$ cat src/design/nalsplit_pkg.sv
// Shared types and constants for the Annex B unit splitter.
package nalsplit_pkg;

  // Byte values that the start code detector looks for
  localparam logic [7:0] ZeroByte  = 8'h00;
  localparam logic [7:0] StartByte = 8'h01;

  // Held-back zero run saturates at this count
  localparam logic [1:0] ZeroRunMax = 2'd3;

  // Header byte field positions
  localparam int unsigned RefIdcLsb = 5;

  // One input beat
  typedef struct packed {
    logic [7:0] stream_byte;
    logic       end_of_stream;
  } item_t;

  // One unit descriptor
  typedef struct packed {
    logic [31:0] unit_offset;
    logic [31:0] unit_length;
    logic [1:0]  ref_idc;
    logic [4:0]  unit_type;
  } desc_t;

  // Handshake between the input register and the parser
  typedef struct packed {
    logic valid;
    logic advance;
  } stage_ctrl_t;

endpackage

$ cat src/design/nalsplit_if.sv
// Stream interfaces for the byte input and the descriptor output.
interface nalsplit_in_if;
  logic       valid;
  logic       ready;
  logic [7:0] stream_byte;
  logic       end_of_stream;

  modport source (output valid, output stream_byte, output end_of_stream, input ready);
  modport sink (input valid, input stream_byte, input end_of_stream, output ready);
endinterface

interface nalsplit_out_if;
  logic        valid;
  logic        ready;
  logic [31:0] unit_offset;
  logic [31:0] unit_length;
  logic [1:0]  ref_idc;
  logic [4:0]  unit_type;

  modport source (output valid, output unit_offset, output unit_length, output ref_idc,
                  output unit_type, input ready);
  modport sink (input valid, input unit_offset, input unit_length, input ref_idc,
                input unit_type, output ready);
endinterface

$ cat src/design/nalsplit_in_reg.sv
// Input register stage that holds one accepted byte beat.
module nalsplit_in_reg (
  input  logic                         clk_i,
  input  logic                         rst_ni,
  input  logic                         valid_i,
  input  nalsplit_pkg::item_t          item_i,
  output logic                         ready_o,
  input  logic                         advance_i,
  output nalsplit_pkg::stage_ctrl_t    ctrl_o,
  output nalsplit_pkg::item_t          item_o
);
  import nalsplit_pkg::*;

  logic  valid_q, valid_d;
  item_t item_q;

  // Take a new beat when empty or when the held beat moves on
  assign ready_o = !valid_q || advance_i;

  always_comb begin
    valid_d = valid_q;
    if (ready_o) begin
      valid_d = valid_i;
    end
  end

  always_ff @(posedge clk_i or negedge rst_ni) begin
    if (!rst_ni) begin
      valid_q <= 1'b0;
    end else begin
      valid_q <= valid_d;
    end
  end

  // Payload needs no reset
  always_ff @(posedge clk_i) begin
    if (ready_o && valid_i) begin
      item_q <= item_i;
    end
  end

  assign ctrl_o.valid   = valid_q;
  assign ctrl_o.advance = advance_i;
  assign item_o         = item_q;

endmodule

$ cat src/design/nalsplit_core.sv
// Start code parser: unit state, counters and descriptor build.
module nalsplit_core #(
  parameter int unsigned COUNT_WIDTH = 32
) (
  input  logic                      clk_i,
  input  logic                      rst_ni,
  input  nalsplit_pkg::stage_ctrl_t ctrl_i,
  input  nalsplit_pkg::item_t       item_i,
  output logic                      emit_o,
  output nalsplit_pkg::desc_t       desc_o
);
  import nalsplit_pkg::*;

  localparam int unsigned CW = COUNT_WIDTH;

  // Parser state
  logic          inside_q, inside_d;
  logic [1:0]    zr_q, zr_d;
  logic [CW-1:0] pos_q, pos_d;
  logic [CW-1:0] start_q, start_d;
  logic [CW-1:0] cnt_q, cnt_d;
  logic [6:0]    hdr_q, hdr_d;

  logic          is_sc;
  logic [2:0]    add_amt;
  logic [CW:0]   cnt_sum;
  logic [CW-1:0] cnt_sat;
  logic [CW-1:0] pos_inc;
  logic [6:0]    hdr_byte;
  logic [6:0]    hdr_zero;
  logic [CW-1:0] start_sel, cnt_sel;
  logic [6:0]    hdr_sel;
  logic [31:0]   off32, len32;

  // Start code: a 01 byte after at least two held zeros
  assign is_sc = (item_i.stream_byte == StartByte) && zr_q[1];

  // Saturating counter updates
  assign cnt_sum = {1'b0, cnt_q} + (CW+1)'(add_amt);
  assign cnt_sat = cnt_sum[CW] ? '1 : cnt_sum[CW-1:0];
  assign pos_inc = (&pos_q) ? pos_q : pos_q + CW'(1);

  // Header once held zeros and this byte are committed
  assign hdr_byte = (cnt_q != '0) ? hdr_q :
                    ((zr_q != 2'd0) ? 7'd0 : item_i.stream_byte[6:0]);
  // Header once a single zero is committed
  assign hdr_zero = (cnt_q != '0) ? hdr_q : 7'd0;

  always_comb begin
    inside_d  = inside_q;
    zr_d      = zr_q;
    start_d   = start_q;
    cnt_d     = cnt_q;
    hdr_d     = hdr_q;
    pos_d     = pos_inc;
    add_amt   = 3'd0;
    emit_o    = 1'b0;
    start_sel = start_q;
    cnt_sel   = cnt_q;
    hdr_sel   = hdr_q;
    if (is_sc) begin
      // Close the open unit and open a new one after this byte
      emit_o   = inside_q && (cnt_q != '0);
      inside_d = 1'b1;
      start_d  = pos_inc;
      cnt_d    = '0;
      hdr_d    = 7'd0;
      zr_d     = 2'd0;
    end else if (item_i.end_of_stream) begin
      // Flush held zeros and the final byte into the unit
      add_amt = {1'b0, zr_q} + 3'd1;
      if (inside_q) begin
        emit_o  = 1'b1;
        cnt_sel = cnt_sat;
        hdr_sel = hdr_byte;
      end
    end else if (item_i.stream_byte == ZeroByte) begin
      if (zr_q == ZeroRunMax) begin
        // Commit the oldest held zero
        add_amt = 3'd1;
        if (inside_q) begin
          cnt_d = cnt_sat;
          hdr_d = hdr_zero;
        end
      end else begin
        zr_d = zr_q + 2'd1;
      end
    end else begin
      // Ordinary byte: commit held zeros and the byte
      add_amt = {1'b0, zr_q} + 3'd1;
      if (inside_q) begin
        cnt_d = cnt_sat;
        hdr_d = hdr_byte;
      end
      zr_d = 2'd0;
    end
    // Return to reset after the final byte
    if (item_i.end_of_stream) begin
      inside_d = 1'b0;
      zr_d     = 2'd0;
      pos_d    = '0;
      start_d  = '0;
      cnt_d    = '0;
      hdr_d    = 7'd0;
    end
  end

  // Narrow counters to the 32-bit descriptor fields
  if (CW > 32) begin : g_sat
    assign off32 = (|start_sel[CW-1:32]) ? '1 : start_sel[31:0];
    assign len32 = (|cnt_sel[CW-1:32]) ? '1 : cnt_sel[31:0];
  end else begin : g_ext
    assign off32 = 32'(start_sel);
    assign len32 = 32'(cnt_sel);
  end

  assign desc_o.unit_offset = off32;
  assign desc_o.unit_length = len32;
  assign desc_o.ref_idc     = hdr_sel[RefIdcLsb+1:RefIdcLsb];
  assign desc_o.unit_type   = hdr_sel[RefIdcLsb-1:0];

  // Advance state once per processed beat
  always_ff @(posedge clk_i or negedge rst_ni) begin
    if (!rst_ni) begin
      inside_q <= 1'b0;
      zr_q     <= 2'd0;
      pos_q    <= '0;
      start_q  <= '0;
      cnt_q    <= '0;
      hdr_q    <= 7'd0;
    end else if (ctrl_i.advance) begin
      inside_q <= inside_d;
      zr_q     <= zr_d;
      pos_q    <= pos_d;
      start_q  <= start_d;
      cnt_q    <= cnt_d;
      hdr_q    <= hdr_d;
    end
  end

  // A final byte leaves the parser in its reset state
  a_eos_clears: assert property (@(posedge clk_i) disable iff (!rst_ni)
    ctrl_i.advance && item_i.end_of_stream |=> !inside_q && (pos_q == '0) && (zr_q == 2'd0))
    else $error("parser state not cleared after final byte");

  // Outside a unit nothing is counted
  a_idle_empty: assert property (@(posedge clk_i) disable iff (!rst_ni)
    !inside_q |-> (cnt_q == '0))
    else $error("bytes counted outside a unit");

endmodule

$ cat src/design/annex_b_nal_unit_splitter_unit.sv
// Annex B unit splitter top level: input register, parser and descriptor register.
//
// Takes an Annex B byte stream one byte per beat, with end_of_stream on the final
// byte, and returns one descriptor (offset, length, ref_idc, type) for each
// non-empty unit between start codes. A byte is accepted every cycle while the
// descriptor side keeps up; a descriptor is loaded into the descriptor register
// from the parser once the byte that closes its unit leaves the input register.
// The rate is set by the parser state, which is updated once per byte. Counters
// are COUNT_WIDTH bits wide and saturate; offsets and lengths above 32 bits read as all ones.
module annex_b_nal_unit_splitter_unit #(
  parameter int unsigned COUNT_WIDTH = 32
) (
  input  logic                  clk_i,
  input  logic                  rst_ni,
  nalsplit_in_if.sink           bs_i,
  nalsplit_out_if.source        desc_o
);
  import nalsplit_pkg::*;

  stage_ctrl_t ctrl;
  item_t       in_item, s1_item;
  logic        advance;
  logic        emit;
  desc_t       desc;
  logic        out_valid_q, out_valid_d;
  desc_t       desc_q;

  assign in_item.stream_byte   = bs_i.stream_byte;
  assign in_item.end_of_stream = bs_i.end_of_stream;

  // Input register stage
  nalsplit_in_reg u_in_reg (
    .clk_i     (clk_i),
    .rst_ni    (rst_ni),
    .valid_i   (bs_i.valid),
    .item_i    (in_item),
    .ready_o   (bs_i.ready),
    .advance_i (advance),
    .ctrl_o    (ctrl),
    .item_o    (s1_item)
  );

  // Move a held beat on when the descriptor register is free or draining
  assign advance = ctrl.valid && (!out_valid_q || desc_o.ready);

  nalsplit_core #(
    .COUNT_WIDTH (COUNT_WIDTH)
  ) u_core (
    .clk_i  (clk_i),
    .rst_ni (rst_ni),
    .ctrl_i (ctrl),
    .item_i (s1_item),
    .emit_o (emit),
    .desc_o (desc)
  );

  // Descriptor register
  always_comb begin
    out_valid_d = out_valid_q;
    if (advance) begin
      out_valid_d = emit;
    end else if (desc_o.ready) begin
      out_valid_d = 1'b0;
    end
  end

  always_ff @(posedge clk_i or negedge rst_ni) begin
    if (!rst_ni) begin
      out_valid_q <= 1'b0;
    end else begin
      out_valid_q <= out_valid_d;
    end
  end

  always_ff @(posedge clk_i) begin
    if (advance && emit) begin
      desc_q <= desc;
    end
  end

  assign desc_o.valid       = out_valid_q;
  assign desc_o.unit_offset = desc_q.unit_offset;
  assign desc_o.unit_length = desc_q.unit_length;
  assign desc_o.ref_idc     = desc_q.ref_idc;
  assign desc_o.unit_type   = desc_q.unit_type;

  // Input stalls only behind a held beat and a blocked descriptor
  a_stall_cause: assert property (@(posedge clk_i) disable iff (!rst_ni)
    !bs_i.ready |-> (ctrl.valid && out_valid_q && !desc_o.ready))
    else $error("input stalled without a blocked descriptor");

  // Emitted units are never empty
  a_len_nonzero: assert property (@(posedge clk_i) disable iff (!rst_ni)
    desc_o.valid |-> (desc_o.unit_length != 32'd0))
    else $error("empty unit emitted");

  // A blocked descriptor keeps the parser from advancing
  a_no_overrun: assert property (@(posedge clk_i) disable iff (!rst_ni)
    out_valid_q && !desc_o.ready |-> !advance)
    else $error("parser advanced over a pending descriptor");

endmodule

$ cat src/flat_wrapper.sv
// flat-port wrapper written by rule: the top's interface ports become plain ports
module annex_b_nal_unit_splitter_unit_flat import nalsplit_pkg::*;
#(
  parameter int unsigned COUNT_WIDTH = 32
)
  (clk_i, rst_ni, bs_i_valid, bs_i_stream_byte, bs_i_end_of_stream, bs_i_ready, desc_o_valid, desc_o_unit_offset, desc_o_unit_length, desc_o_ref_idc, desc_o_unit_type, desc_o_ready);
  nalsplit_in_if bs_i_i ();
  nalsplit_out_if desc_o_i ();
  input  logic clk_i;
  input  logic rst_ni;
  input wire logic [$bits(bs_i_i.valid)-1:0] bs_i_valid;
  input wire logic [$bits(bs_i_i.stream_byte)-1:0] bs_i_stream_byte;
  input wire logic [$bits(bs_i_i.end_of_stream)-1:0] bs_i_end_of_stream;
  output wire logic [$bits(bs_i_i.ready)-1:0] bs_i_ready;
  output wire logic [$bits(desc_o_i.valid)-1:0] desc_o_valid;
  output wire logic [$bits(desc_o_i.unit_offset)-1:0] desc_o_unit_offset;
  output wire logic [$bits(desc_o_i.unit_length)-1:0] desc_o_unit_length;
  output wire logic [$bits(desc_o_i.ref_idc)-1:0] desc_o_ref_idc;
  output wire logic [$bits(desc_o_i.unit_type)-1:0] desc_o_unit_type;
  input wire logic [$bits(desc_o_i.ready)-1:0] desc_o_ready;
  assign bs_i_i.valid = bs_i_valid;
  assign bs_i_i.stream_byte = bs_i_stream_byte;
  assign bs_i_i.end_of_stream = bs_i_end_of_stream;
  assign bs_i_ready = bs_i_i.ready;
  assign desc_o_valid = desc_o_i.valid;
  assign desc_o_unit_offset = desc_o_i.unit_offset;
  assign desc_o_unit_length = desc_o_i.unit_length;
  assign desc_o_ref_idc = desc_o_i.ref_idc;
  assign desc_o_unit_type = desc_o_i.unit_type;
  assign desc_o_i.ready = desc_o_ready;
  annex_b_nal_unit_splitter_unit #(.COUNT_WIDTH(COUNT_WIDTH)) u_core (.clk_i(clk_i), .rst_ni(rst_ni), .bs_i(bs_i_i), .desc_o(desc_o_i));
endmodule
$ cat config.mk
export PLATFORM = sky130hd
export DESIGN_NAME = annex_b_nal_unit_splitter_unit_flat
export DESIGN_NICKNAME = d
export VERILOG_FILES = /design/src/design/nalsplit_pkg.sv /design/src/design/nalsplit_if.sv /design/src/design/nalsplit_in_reg.sv /design/src/design/nalsplit_core.sv /design/src/design/annex_b_nal_unit_splitter_unit.sv /design/src/flat_wrapper.sv
export SDC_FILE = /design/constraint.sdc
export NUM_CORES = 1
export LEC_CHECK = 0
export ABC_AREA = 1
export BUFFER_PORTS_ARGS = -buffer_cell sky130_fd_sc_hd__buf_2
export CORE_AREA = 2 2 183 95
export CTS_BUF_LIST = sky130_fd_sc_hd__clkbuf_8
export DETAILED_ROUTE_END_ITERATION = 8
export DIE_AREA = 0 0 185 97
export GPL_TIMING_DRIVEN = 0
export PLACE_DENSITY = 0.87
export SLEW_MARGIN = 15
export SYNTH_ARGS = -nofsm -noshare
export SYNTH_HDL_FRONTEND = slang
export SYNTH_HIERARCHICAL = 1
export SYNTH_SLANG_ARGS = --single-unit
$ cat constraint.sdc
create_clock -name clk_i -period 4.4 [get_ports clk_i]
set_input_delay 0.22 -clock clk_i [delete_from_list [all_inputs] [get_ports clk_i]]
set_output_delay 0.22 -clock clk_i [all_outputs]
set_load 0.005 [all_outputs]
======== Word-level counts from Yosys, hierarchy flattened ========
Cells that the tools add are included.
storage, ports and cells
  register bits ........................... 188
  output and inout bits ................... 73
  logic and storage cells ................. 81
operators by class
  $add $sub $neg .......................... 4
  eq/ne operators ......................... 6
  multiplexer cells ....................... 38
  reductions and logical operators ........ 19
operators with widths
  kind                   number
  $mux 32                12
  $mux 7                 11
  $add 32x3->33          1
  $add 32x1->32 const B  1
  $reduce_and 32->1      1
  $reduce_bool 32->1     1
  $ne 4x3->1 const B     3
  $mux 3                 3
  $eq 8x1->1 const B     1
  $logic_not 8->1        1
  $mux 1                 8
  $mux 2                 4
  $reduce_and 2->1       3
  $reduce_bool 2->1      3
  $logic_and 1x1->1      5
  $ne 4x2->1 const B     1
  $reduce_and 4->1       1
  $add 2x1->3 const B    1
  $add 2x1->2 const B    1
  $eq 2x2->1 const B     1
  $logic_not 1->1        2
  $logic_or 1x1->1       2

======== Longest topological paths before layout ========
  depth in word-level cells ............... 12
  gate-level depth with buffers ........... 18

======== Hierarchy ========
Netlist, hierarchy kept.
modules (own cells, without submodules)
  module                          instances  cells an instance  area an instance (sq um)  sequential area each (sq um)
  nalsplit_core                   1          1154               7422.1                    2652.5
  annex_b_nal_unit_splitter_unit  1          80                 2195.9                    2157.1
  nalsplit_in_reg                 1          17                 330.3                     295.3

======== Worst setup path after synthesis ========
No wires, ideal clock.
  path kind ............................... register -> register
  start ................................... register u_core.u_core.inside_q
  end ..................................... register u_core.desc_q (netlist bit u_core/desc_o.ref_idc[0]) (enable)
  library setup time ...................... 443 ps
  arrival ................................. 2960 ps
  data required time ...................... 3957 ps
  slack ................................... 996 ps
  cell stages (with the launch flop) ...... 7
  path through ............................ dfrtp_1 -> buf_2 -> buf_1 -> nand2_1 -> nor2_1 -> inv_1 -> nor2_2
on the way
  word-level cells in the longest chain between the ends .. 4
ends and longest elaborated chain
  item                      RTL line                              RTL
  start: declaration        nalsplit_core.sv:17                   logic inside_q, inside_d;
  start signal: assignment  nalsplit_core.sv:132                  inside_q <= inside_d;
  $mux 1                    nalsplit_core.sv:72                   if (inside_q) begin
  $mux 1                    nalsplit_core.sv:69                   end else if (item_i.end_of_stream) begin
  $mux 1 *                  nalsplit_core.sv:61                   if (is_sc) begin
  named net u_core.emit     annex_b_nal_unit_splitter_unit.sv:23  logic emit;
  $logic_and 1x1->1 *       annex_b_nal_unit_splitter_unit.sv:76  if (advance && emit) begin
  end signal: assignment    annex_b_nal_unit_splitter_unit.sv:77  desc_q <= desc;
  end: declaration          annex_b_nal_unit_splitter_unit.sv:26  desc_t desc_q;
Mark *: on every way through the listed nets, which the timed path passes. The rest lies on a longest branch.
A chain may end at the register's enable or synchronous reset.

==> results.py <==
metrics = {
    "setup_path": {
        "rr_endpoint": "u_core/desc_o.unit_length[16]$_DFFE_PP_",
        "cpMostUsedCell": "nand2_1",
        "critPathRequiredTime_ps": 4630,
        "cp-start-kind": "flop",
        "critPathMaxFanout": 10,
        "end_kind": "flop",
        "rrSetupSlack_ps": 1230,
        "startpoint": "u_core/u_in_reg/item_o[4]$_DFFE_PP_",
        "crit_arrival_ps": 3400,
        "path_class": "flop to flop",
        "worst-r2r-cell-count": 17,
        "worst-path-buf-inv": 1,
        "critPathMaxStageDelay_ps": 430,
        "r2r_start": "u_core/u_in_reg/item_o[4]$_DFFE_PP_",
        "path_delay_family": "simple AND/OR/NAND/NOR gates",
        "cp_slowest_cell": "edfxtp_1",
        "path_cells": "nor2_1, nand2_1, nor2_1, nand3b_1, nand2_1, a21oi_1, ha_1, fa_1, nand2_1, nand2_1, nand3_4, nor2_4, nand4_4, buf_6, nand2_2, nand2_1, o21ai_0",
    },
    "logic_synthesis": {
        "ys_async_sr_fraction_pct": 57.4,
        "synth-seq-cells": 188,
        "synth_warnings": 6,
        "synth_nets": 1271,
        "syn_area_per_cell_um2": 7.95,
        "synth_edf_count": 80,
        "synthFlopType": "dfrtp_1",
        "synth_area_um2": 9950,
        "synth_cell_types": 38,
        "synthCells": 1251,
        "synth_seq_area_share_pct": 51.3,
    },
    "die": {
        "dieArea_um2": 17900,
        "die_h_um": 97,
        "die_w_um": 185,
        "initial_utilization_pct": 61.5,
        "coreArea_um2": 16200,
        "boundaryPins": 86,
        "placementRows": 33,
    },
    "timing": {
        "rsz0062_at_grt": "no",
        "finalClockSkew_ps": 35.3,
        "fin_crit_ps": 3170,
        "relSlewSlack_pct": 33.1,
        "tightest_slew_ps": 1000,
        "holdWs_ps": 158,
        "setup_viol": 0,
        "fin_crit_sh_pct": 72.0,
        "maxSlewViolCount": 0,
        "tns_ps": 0,
        "fmaxAchievable_mhz": 315,
        "hold_violations": 0,
    },
    "routing": {
        "vias_per_cell": 5.64,
        "drtPass1Iterations": 6,
        "dr.max_layer_used": "met4",
        "ant_nets": 0,
        "wl_met1_um": 10800,
        "wl_per_cell_um": 16.3,
        "drc": 0,
        "wl_met2_um": 12900,
        "drt-initial-drc-count": 945,
        "dr_wl_met3_um": 1920,
        "routed_wl_um": 26300,
        "vias": 9082,
    },
    "clock_network": {
        "cts_root_buf": "clkbuf_8",
        "hold_buffers": 12,
        "clk_pin_slew_ps": 130,
        "numCtsBuffers": 17,
        "insertion_delay_ps": 490,
        "clock_sinks": 188,
        "cts_resized": 0,
        "htreeDepth": 4,
        "cts_max_path_buffers": 2,
        "cts_tree": "yes",
        "post_cts_buffers": 0,
    },
    "placed_design": {
        "place_inst": 1566,
        "dp_hpwl_um": 18600,
        "port_buffers": 85,
        "gp_congestion": 0.960,
    },
    "final_layout": {
        "area_growth_pct": 13.4,
        "antenna_cells": 0,
        "final-instance-count-excl-fill": 1610,
        "postLayoutCoreUtil_pct": 69.7,
        "n_fill_cell": 1325,
        "nets": 1390,
        "layout-drive-gt1-share_pct": 15.3,
    },
    "job": {
        "cap_violations": 0,
    },
    "power": {
        "internal-power_mw": 2.62,
        "p_comb_share_pct": 15.7,
        "switchingPower_mw": 1.22,
        "p_leak_nw": 5.28,
        "p_per_area_nw_per_um2": 340,
        "p_sw_share_pct": 31.7,
        "pwr-share-clk_pct": 31.6,
        "vdd_drop_max_uv": 172,
        "power_frac_seq_pct": 52.7,
    },
    "global_route": {
        "grt_pass1_wl_um": 43000,
        "grt_usage_pct": 30.5,
        "antenna_found_initial": 0,
        "grt_pass1_vias": 8785,
        "grt_overflow": 0,
        "grt_max_degree": 80,
    },
    "run_status": {
        "outcome": "finished clean",
    },
    "hold_path": {
        "min_path_type": "input pin to asynchronous set/reset pin",
    },
}
sequential cells by signal, indices dropped and copies added (netlist names), 2 cells and up:
name and count:
u_core/desc_o.unit_offset 32, u_core/desc_o.ref_idc 2, u_core/u_in_reg/item_o 9, u_core/u_core/pos_q 32
u_core/u_core/cnt_q 32, u_core/u_core/off32 32, u_core/desc_o.unit_type 5, u_core/u_core/zr_q 2
u_core/u_core/hdr_q 7, u_core/desc_o.unit_length 32
worst max path at each step:
stage | end | depth (start not counted) | slack [ps]
6_report | u_core/desc_o.unit_length[16]$_DFFE_PP_ | 17 | 1230
5_1_grt | u_core/desc_o.unit_length[17]$_DFFE_PP_ | 17 | 1070
2_1_floorplan | u_core/desc_o.ref_idc[0]$_DFFE_PP_ | 6 | 1000
3_3_place_gp | u_core/desc_o.unit_offset[27]$_DFFE_PP_ | 6 | -30
3_5_place_dp | u_core/desc_o.unit_length[16]$_DFFE_PP_ | 17 | 1330
4_1_cts | u_core/desc_o.unit_length[16]$_DFFE_PP_ | 17 | 1310
cell usage after synthesis, types with 9 or more instances:
master | count | area [um2]
o21ai_1 | 20 | 100
inv_2 | 9 | 33.8
dfrtp_1 | 108 | 2700
nand2_1 | 495 | 1860
nand3_2 | 17 | 170
buf_2 | 12 | 60.1
nor2_1 | 101 | 379
edfxtp_1 | 80 | 2400
o21ai_0 | 49 | 245
nand4_1 | 15 | 93.8
nand2_2 | 13 | 81.3
clkbuf_1 | 16 | 60.1
nor2_4 | 9 | 101
inv_1 | 94 | 353
nand3_1 | 142 | 711
kinds of logic (layout without fill, tap and decap cells):
| group | Yosys count | after routing | share of synthesized area (%) |
|---|---|---|---|
| DFF | 188 | 188 | 51.3 |
| and+or+nand+nor | 822 | 822 | 36.5 |
| adders and majority gates | 7 | 7 | 0.956 |
| buffers and inverters | 150 | 282 | 6.63 |
| xor gates and xnor gates | 6 | 6 | 0.528 |
| AOI/OAI and AO/OA | 78 | 78 | 4.08 |
per-stage QoR:
step | area (um2) | total power [mW] | worst slack (ps)
floorplan | 9950 | 2.39 | 996
global placement | 10700 | 2.59 | -33.9
detailed placement | 10700 | 2.63 | 1330
CTS | 11300 | 3.84 | 1310
global route | 11300 | 3.99 | 1070
finish | 11300 | 3.84 | 1230
layout make-up:
cell class	instances	area, um2	area share, %
flip-flops and latches	188	5100	45.3
clock buffers	17	234	2.07
clock inverters	15	180	1.60
multi-input cells	913	4190	37.1
repair buffers	100	627	5.56
well taps	227	284	2.52
inverters	104	390	3.46
plain buffers	46	269	2.39
power by group through the flow:
stage,clock (mW),combinational [mW],sequential (mW)
global placement,0,0.538,2.05
detailed placement,0,0.579,2.05
CTS,1.23,0.591,2.02
floorplan,0,0.337,2.06
global route,1.31,0.654,2.03
finish,1.21,0.604,2.02
routing by layer:
layer  up-vias  track usage [%]
met5         -                0
met2       471             51.8
li1       4264                -
met4         0             12.0
met1      4267             39.1
met3        80             5.23
placed cells by master (no fill, tap or decap), types with 7 or more instances in the layout:
cell type	count
nand2_1	495
nand3_1	142
dfrtp_1	108
nor2_1	101
buf_2	96
inv_1	95
edfxtp_1	80
o21ai_0	49
o21ai_1	20
clkbuf_8	19
nand3_2	17
clkbuf_1	16
nand4_1	15
nand2_2	13
dlygate4sd3_1	12
nor2_4	10
inv_2	9
nand3b_1	7
nor2_2	7
(Power assumes the default switching activity.)
